--- config.mk ---
export PLATFORM = sky130hd
export DESIGN_NAME = utf16_to_utf8_transcoder
export DESIGN_NICKNAME = d
export VERILOG_FILES = /design/src/rtl/utt_pkg.sv /design/src/rtl/utt_fifo.sv /design/src/rtl/utt_front.sv /design/src/rtl/utt_back.sv /design/src/rtl/utf16_to_utf8_transcoder.sv
export SDC_FILE = /design/constraint.sdc
export NUM_CORES = 1
export LEC_CHECK = 0
export ABC_CLOCK_PERIOD_IN_PS = 5200
export BUFFER_PORTS_ARGS = -buffer_cell sky130_fd_sc_hd__buf_4
export CORE_MARGIN = 3
export CORE_UTILIZATION = 49
export DETAILED_ROUTE_END_ITERATION = 10
export GPL_TIMING_DRIVEN = 0
export PLACE_DENSITY = 0.68
export SETUP_SLACK_MARGIN = 0.02
export SKIP_LAST_GASP = 1
export SYNTH_ARGS = -nofsm -noshare
export SYNTH_HDL_FRONTEND = slang
export SYNTH_HIERARCHICAL = 1
export SYNTH_SLANG_ARGS = --single-unit
--- constraint.sdc ---
create_clock -name clk_i -period 5.2 [get_ports clk_i]
set_input_delay 0.78 -clock clk_i [delete_from_list [all_inputs] [get_ports clk_i]]
set_output_delay 0.78 -clock clk_i [all_outputs]
set_load 0.01 [all_outputs]
--- src/rtl/utt_pkg.sv ---
// ----------------------------------------------------------------------------
// UTF-16 to UTF-8 transcoder package
// Shared constants, byte job type and the scalar encoder.
// ----------------------------------------------------------------------------
`default_nettype none

package utt_pkg;

  localparam logic [15:0] HiSurrFirst = 16'hD800;
  localparam logic [15:0] HiSurrLast  = 16'hDBFF;
  localparam logic [15:0] LoSurrFirst = 16'hDC00;
  localparam logic [15:0] LoSurrLast  = 16'hDFFF;
  localparam logic [20:0] SuppBase    = 21'h10000;
  localparam logic [7:0]  ContMark    = 8'h80;
  localparam logic [7:0]  Lead2Mark   = 8'hC0;
  localparam logic [7:0]  Lead3Mark   = 8'hE0;
  localparam logic [7:0]  Lead4Mark   = 8'hF0;
  localparam logic [7:0]  SixBits     = 8'h3F;

  localparam int MaxBytes   = 6;
  localparam int CntW       = 3;
  localparam int QueueDepth = 2;
  localparam int QPtrW      = (QueueDepth > 1) ? $clog2(QueueDepth) : 1;
  localparam int QCntW      = $clog2(QueueDepth + 1);

  typedef struct packed {
    logic [MaxBytes-1:0][7:0] bytes;
    logic [CntW-1:0]          cnt;
    logic                     fin;
  } job_t;

  typedef struct packed {
    logic [3:0][7:0] bytes;
    logic [CntW-1:0] len;
  } enc_t;

  function automatic enc_t encode_scalar(input logic [20:0] sc);
    enc_t e;
    e.bytes = '0;
    if (sc < 21'h80) begin
      e.bytes[0] = sc[7:0];
      e.len      = 3'd1;
    end else if (sc < 21'h800) begin
      e.bytes[0] = Lead2Mark | {3'b000, sc[10:6]};
      e.bytes[1] = ContMark | ({2'b00, sc[5:0]} & SixBits);
      e.len      = 3'd2;
    end else if (sc < SuppBase) begin
      e.bytes[0] = Lead3Mark | {4'b0000, sc[15:12]};
      e.bytes[1] = ContMark | ({2'b00, sc[11:6]} & SixBits);
      e.bytes[2] = ContMark | ({2'b00, sc[5:0]} & SixBits);
      e.len      = 3'd3;
    end else begin
      e.bytes[0] = Lead4Mark | {5'b00000, sc[20:18]};
      e.bytes[1] = ContMark | ({2'b00, sc[17:12]} & SixBits);
      e.bytes[2] = ContMark | ({2'b00, sc[11:6]} & SixBits);
      e.bytes[3] = ContMark | ({2'b00, sc[5:0]} & SixBits);
      e.len      = 3'd4;
    end
    return e;
  endfunction

endpackage

`default_nettype wire

--- src/rtl/utt_fifo.sv ---
// ----------------------------------------------------------------------------
// UTF-16 to UTF-8 transcoder job queue
// Short first-in first-out queue of byte jobs between front and back.
// ----------------------------------------------------------------------------
`default_nettype none

module utt_fifo (
  input  logic          clk_i,
  input  logic          rst_ni,
  input  logic          wr_i,
  input  utt_pkg::job_t wdata_i,
  input  logic          rd_i,
  output utt_pkg::job_t rdata_o,
  output logic          full_o,
  output logic          empty_o
);
  import utt_pkg::*;

  job_t             mem_q [QueueDepth];
  logic [QPtrW-1:0] wptr_q, wptr_d;
  logic [QPtrW-1:0] rptr_q, rptr_d;
  logic [QCntW-1:0] cnt_q, cnt_d;
  logic             do_wr, do_rd;

  assign full_o  = (cnt_q == QCntW'(QueueDepth));
  assign empty_o = (cnt_q == '0);
  assign do_wr   = wr_i && !full_o;
  assign do_rd   = rd_i && !empty_o;
  assign rdata_o = mem_q[rptr_q];

  always_comb begin
    wptr_d = wptr_q;
    rptr_d = rptr_q;
    cnt_d  = cnt_q;
    if (do_wr) begin
      wptr_d = (wptr_q == QPtrW'(QueueDepth - 1)) ? '0 : wptr_q + 1'b1;
    end
    if (do_rd) begin
      rptr_d = (rptr_q == QPtrW'(QueueDepth - 1)) ? '0 : rptr_q + 1'b1;
    end
    if (do_wr && !do_rd) begin
      cnt_d = cnt_q + 1'b1;
    end else if (do_rd && !do_wr) begin
      cnt_d = cnt_q - 1'b1;
    end
  end

  always_ff @(posedge clk_i or negedge rst_ni) begin
    if (!rst_ni) begin
      wptr_q <= '0;
      rptr_q <= '0;
      cnt_q  <= '0;
    end else begin
      wptr_q <= wptr_d;
      rptr_q <= rptr_d;
      cnt_q  <= cnt_d;
    end
  end

  always_ff @(posedge clk_i) begin
    if (do_wr) begin
      mem_q[wptr_q] <= wdata_i;
    end
  end

endmodule

`default_nettype wire

--- src/rtl/utt_front.sv ---
// ----------------------------------------------------------------------------
// UTF-16 to UTF-8 transcoder front end
// Accepts code units, pairs surrogates, builds at most one byte job per unit.
// ----------------------------------------------------------------------------
`default_nettype none

module utt_front (
  input  logic          clk_i,
  input  logic          rst_ni,
  input  logic          push_i,
  input  logic [15:0]   code_unit_i,
  input  logic          last_unit_i,
  input  logic          q_full_i,
  output logic          q_wr_o,
  output utt_pkg::job_t job_o
);
  import utt_pkg::*;

  logic       pend_valid_q, pend_valid_d;
  logic [9:0] pend_bits_q, pend_bits_d;
  logic       accept, is_high, is_low, hold, job_valid;
  enc_t       pair_e, flush_e, main_e;

  assign accept  = push_i && !q_full_i;
  assign is_high = code_unit_i inside {[HiSurrFirst:HiSurrLast]};
  assign is_low  = code_unit_i inside {[LoSurrFirst:LoSurrLast]};
  assign hold    = is_high && !last_unit_i;

  assign pair_e  = encode_scalar(SuppBase + {1'b0, pend_bits_q, code_unit_i[9:0]});
  assign flush_e = encode_scalar({5'd0, HiSurrFirst[15:10], pend_bits_q});
  assign main_e  = encode_scalar({5'd0, code_unit_i});

  always_comb begin
    job_o.bytes = '0;
    job_o.cnt   = '0;
    job_o.fin   = last_unit_i;
    job_valid   = 1'b0;
    if (pend_valid_q && is_low) begin
      job_o.bytes[3:0] = pair_e.bytes;
      job_o.cnt        = pair_e.len;
      job_valid        = 1'b1;
    end else if (pend_valid_q) begin
      job_o.bytes[2:0] = flush_e.bytes[2:0];
      job_o.cnt        = 3'd3;
      job_valid        = 1'b1;
      if (!hold) begin
        job_o.bytes[5:3] = main_e.bytes[2:0];
        job_o.cnt        = 3'd3 + main_e.len;
      end
    end else if (!hold) begin
      job_o.bytes[3:0] = main_e.bytes;
      job_o.cnt        = main_e.len;
      job_valid        = 1'b1;
    end
  end

  assign q_wr_o = accept && job_valid;

  always_comb begin
    pend_valid_d = pend_valid_q;
    pend_bits_d  = pend_bits_q;
    if (accept) begin
      pend_valid_d = hold;
      pend_bits_d  = hold ? code_unit_i[9:0] : '0;
    end
  end

  always_ff @(posedge clk_i or negedge rst_ni) begin
    if (!rst_ni) begin
      pend_valid_q <= 1'b0;
      pend_bits_q  <= '0;
    end else begin
      pend_valid_q <= pend_valid_d;
      pend_bits_q  <= pend_bits_d;
    end
  end

endmodule

`default_nettype wire

--- src/rtl/utt_back.sv ---
// ----------------------------------------------------------------------------
// UTF-16 to UTF-8 transcoder back end
// Takes byte jobs from the queue and hands out one byte per request.
// ----------------------------------------------------------------------------
`default_nettype none

module utt_back (
  input  logic          clk_i,
  input  logic          rst_ni,
  input  logic          q_empty_i,
  input  utt_pkg::job_t q_rdata_i,
  output logic          q_rd_o,
  input  logic          pop_i,
  output logic          empty_o,
  output logic [7:0]    out_byte_o,
  output logic          run_last_o,
  output logic          string_end_o
);
  import utt_pkg::*;

  job_t            cur_q;
  logic            cur_valid_q;
  logic [CntW-1:0] idx_q;
  logic            last_byte, take, load, advance;

  assign last_byte = (idx_q == cur_q.cnt - 1'b1);
  assign advance   = pop_i && cur_valid_q;
  assign take      = !cur_valid_q || (advance && last_byte);
  assign load      = take && !q_empty_i;
  assign q_rd_o    = load;

  assign empty_o      = !cur_valid_q;
  assign out_byte_o   = cur_q.bytes[idx_q];
  assign run_last_o   = last_byte;
  assign string_end_o = last_byte && cur_q.fin;

  always_ff @(posedge clk_i or negedge rst_ni) begin
    if (!rst_ni) begin
      cur_valid_q <= 1'b0;
      idx_q       <= '0;
    end else if (load) begin
      cur_valid_q <= 1'b1;
      idx_q       <= '0;
    end else if (advance && last_byte) begin
      cur_valid_q <= 1'b0;
    end else if (advance) begin
      idx_q <= idx_q + 1'b1;
    end
  end

  always_ff @(posedge clk_i) begin
    if (load) begin
      cur_q <= q_rdata_i;
    end
  end

endmodule

`default_nettype wire

--- src/rtl/utf16_to_utf8_transcoder.sv ---
// ----------------------------------------------------------------------------
// UTF-16 to UTF-8 transcoder
// Converts a stream of UTF-16 code units into UTF-8 bytes.
// ----------------------------------------------------------------------------
// A code unit is taken in every cycle while full is low; the result side
// hands out one byte per cycle while pop is high, so a unit that yields n
// bytes takes n pops to drain (ASCII: one unit per cycle end to end). A
// high surrogate that is not a string's last unit waits for the next unit
// and yields no bytes on its own; lone surrogates come out as 3-byte
// sequences, so one unit can yield up to 6 bytes. The byte serializer in
// the back end sets the output rate, and a two-entry job queue lets the
// front end keep accepting units while bytes of earlier units still drain.
`default_nettype none

module utf16_to_utf8_transcoder (
  input  logic        clk_i,
  input  logic        rst_ni,
  input  logic        push,
  output logic        full,
  input  logic [15:0] code_unit_i,
  input  logic        last_unit_i,
  output logic        empty,
  input  logic        pop,
  output logic [7:0]  out_byte_o,
  output logic        run_last_o,
  output logic        string_end_o
);
  import utt_pkg::*;

  job_t wjob, rjob;
  logic q_wr, q_rd, q_full, q_empty;

  assign full = q_full;

  utt_front u_front (
    .clk_i       (clk_i),
    .rst_ni      (rst_ni),
    .push_i      (push),
    .code_unit_i (code_unit_i),
    .last_unit_i (last_unit_i),
    .q_full_i    (q_full),
    .q_wr_o      (q_wr),
    .job_o       (wjob)
  );

  utt_fifo u_fifo (
    .clk_i   (clk_i),
    .rst_ni  (rst_ni),
    .wr_i    (q_wr),
    .wdata_i (wjob),
    .rd_i    (q_rd),
    .rdata_o (rjob),
    .full_o  (q_full),
    .empty_o (q_empty)
  );

  utt_back u_back (
    .clk_i        (clk_i),
    .rst_ni       (rst_ni),
    .q_empty_i    (q_empty),
    .q_rdata_i    (rjob),
    .q_rd_o       (q_rd),
    .pop_i        (pop),
    .empty_o      (empty),
    .out_byte_o   (out_byte_o),
    .run_last_o   (run_last_o),
    .string_end_o (string_end_o)
  );

endmodule

`default_nettype wire

==> impl_metrics.env <==
export IMPL_synthesis_area_sq_um=8120
export IMPL_crit_type="primary input to flip-flop"
export IMPL_die_area_sq_um=18100
export IMPL_route_detailed_drc=0
export IMPL_fin_crit_ns=3.05
export IMPL_leakagePower_nw=3.44
export IMPL_insertion_delay_ns=0.43
export IMPL_pin_count=33
export IMPL_yosysWarningCount=6
export IMPL_die_w_um=135
export IMPL_end_kind="flip-flop"
export IMPL_wl_per_cell_um=23.1
export IMPL_grt_max_degree=33
export IMPL_finalSetupViolCount=0
export IMPL_hold_class="primary input to async pin"
export IMPL_core_area_sq_um=16100
export IMPL_antenna_left=0
export IMPL_cts_tree="done"
export IMPL_postCtsSetupRepairBufs=0
export IMPL_synth_ff_type="edfxtp_1"
export IMPL_drt_first_pass_iters=5
export IMPL_synth_seq_cells=175
export IMPL_syn_to_final_growth_pct=14.0
export IMPL_final_nets=627
export IMPL_vias_per_cell=5.82
export IMPL_rows=46
export IMPL_final_common_cell="edfxtp_1"
export IMPL_tightest_slew_ns=1.08
export IMPL_fin_skew_ns=0.0128
export IMPL_startpoint_type="primary input"
export IMPL_vias=4840
export IMPL_drtIter0Drc=535
export IMPL_diodes=0
export IMPL_rsz0062_at_grt="false"
export IMPL_maxSlewHeadroom_pct=27.5
export IMPL_maxSlewViolCount=0
export IMPL_vdd_drop_max_mv=0.245
export IMPL_grt_pass1_wl_um=29200
export IMPL_cap_violations=0
export IMPL_period_share_pct=58.7
export IMPL_drive_above_1_share_pct=24.4
export IMPL_synth_async_reset_ratio_pct=10.9
export IMPL_first_global_vias=4844
export IMPL_wl_um=19200
export IMPL_synth_edff_count=156
export IMPL_die_h_um=135
export IMPL_postCtsResizedCells=0
export IMPL_numCtsBuffers=17
export IMPL_cts_root_buf="clkbuf_16"
export IMPL_grt_usage_pct=22.1
export IMPL_required_ns=5.32
export IMPL_antenna_found_initial=0
export IMPL_gp_congestion=0.974
export IMPL_clock_fmax_ghz=0.327
export IMPL_syn_area_per_cell_sq_um=14.7
export IMPL_cp_max_fo=32
export IMPL_finalHoldWorstSlack_ns=0.220
export IMPL_cts_hold_buf=0
export IMPL_initial_utilization_pct=50.6
export IMPL_cts_sinks=175
export IMPL_synth_cell_types=70
export IMPL_io_buffers=25
export IMPL_hpwl_um=13500
export IMPL_clk_pin_slew_ns=0.07
export IMPL_clk_path_buf_depth=2
export IMPL_total_power_mw=4.79
export IMPL_mostFrequentLayoutCells="156 x edfxtp_1, 49 x mux2_4, 39 x nand2_1"
export IMPL_synth_cells=551
export IMPL_cp_arrival_ns=3.17
export IMPL_overflow=0
export IMPL_ys_seq_area_share_pct=63.6
export IMPL_finalHoldViolCount=0
export IMPL_power_density_nw_per_um2=518
export IMPL_outcome="finished clean"
export IMPL_htreeDepth=4
-- flip-flops by register name (all words and copies together) (netlist names) --
signal / count
u_fifo/wptr_q: 1
u_front/pend_valid_q: 1
u_back/cur_valid_q: 1
u_fifo/rptr_q: 1
u_back/idx_q: 3
u_fifo/mem_q: 104
u_back/cur_q: 52
u_front/pend_bits_q: 10
u_fifo/cnt_q: 2
-- layer usage --
layer,up-vias,GRT usage (%),wire length (um)
met5,-,0,0
met3,29,4.43,1050
met2,177,35.3,9180
li1,2198,-,-
met4,0,8.99,460
met1,2436,29.9,8500
-- path summary, 6_finish.rpt --
path	start	slack (ns)	to	cells after the start
max in group asynchronous	rst_ni	4.76	u_back/idx_q[0]	1
worst min-delay path	rst_ni	0.22	u_front/pend_bits_q[8]	1
worst max-delay path	code_unit_i[10]	2.15	u_fifo/mem_q[0][39]	9
worst min register to register	u_front/pend_bits_q[1]	0.52	u_front/pend_bits_q[1]	2
worst max register to register	u_front/pend_valid_q	2.18	u_fifo/mem_q[0][39]	7
min in group clk_i	u_front/pend_bits_q[1]	0.52	u_front/pend_bits_q[1]	2
-- worst max-delay path, stage by stage --
cell and delay, ns:
buf_4 0.09, clkbuf_1 0.34, or4_1 0.21, clkbuf_1 0.47, nor2_1 0.08, nor2_1 0.15
nand2_1 0.15, nor2_4 0.57, buf_12 0.30
-- cell families (layout without fill, tap and decap cells) --
group,Yosys count,in the layout,synth area share (%)
AOI/OAI and AO/OA,106,106,9.11
and+or+nand+nor,124,124,7.72
xor gates and xnor gates,9,9,1.16
other,1,4,0.0462
buffers and inverters,56,117,4.11
DFF,175,175,63.6
muxes,76,76,13.7
adders and majority gates,4,4,0.616
-- power breakdown --
part           internal, mW  switching (mW)  leakage [nW]  total (mW)
clock                 0.666           0.537         0.277        1.20
sequential             1.95           0.100          1.68        2.05
combinational         0.743           0.796          1.48        1.54
total                  3.36            1.43          3.44        4.79
-- cell usage after synthesis, types with 2 or more instances --
master,count,area (sq um)
buf_1,2,7.51
mux2_4,49,736
ha_1,4,50.1
nor2b_1,5,31.3
xor2_1,4,35.0
nor2_1,30,113
buf_4,6,45.0
o21a_1,2,15.0
o22ai_1,12,75.1
mux4_2,8,180
o22a_1,2,17.5
inv_1,16,60.1
clkbuf_1,17,63.8
buf_2,6,30.0
o31ai_1,4,30.0
o21ai_0,24,120
nand3_1,8,40.0
or3_1,2,12.5
a222oi_1,3,30.0
mux2i_1,15,150
mux2_2,4,45.0
o211ai_1,4,30.0
and3b_1,2,17.5
xnor2_1,4,35.0
a221oi_1,2,17.5
nand2b_1,5,31.3
clkbuf_2,2,10.0
nand2_1,39,146
dfrtp_1,19,475
nand4_1,2,12.5
a221o_1,2,20.0
nor4_1,3,18.8
o221ai_1,3,26.3
a22o_1,9,78.8
nor3_1,4,20.0
edfxtp_1,156,4680
and2_1,11,68.8
o21ai_1,5,25.0
buf_12,5,100
a21oi_1,13,65.1
nand4b_1,2,17.5
a21o_1,8,60.1
-- final cells by class --
| class | count | area, sq um |
|---|---|---|
| Clock buffer | 18 | 429 |
| Inverter | 17 | 66.3 |
| Sequential cell | 175 | 5160 |
| Tap cell | 216 | 270 |
| Timing Repair Buffer | 29 | 275 |
| Clock inverter | 14 | 131 |
| Buffer | 39 | 268 |
| Multi-Input combinational cell | 323 | 2660 |
| Fill cell | 1258 | 6800 |
-- stage by stage --
stage / area, sq um / utilization [%] / setup TNS (ns) / std cells / setup slack (ns)
after floorplan: 8130 / - / 0 / 554 / 0.322
after global placement: 8590 / 53.5 / -62.96 / 795 / -1.49
after detailed placement: 8700 / 54.2 / 0 / 799 / 1.73
after CTS: 9260 / 57.6 / 0 / 831 / 2.17
after global routing: 9260 / 57.6 / 0 / 831 / 1.91
final: 9260 / 57.6 / 0 / 831 / 2.15
Note: power is estimated with default switching activity, not from simulation.
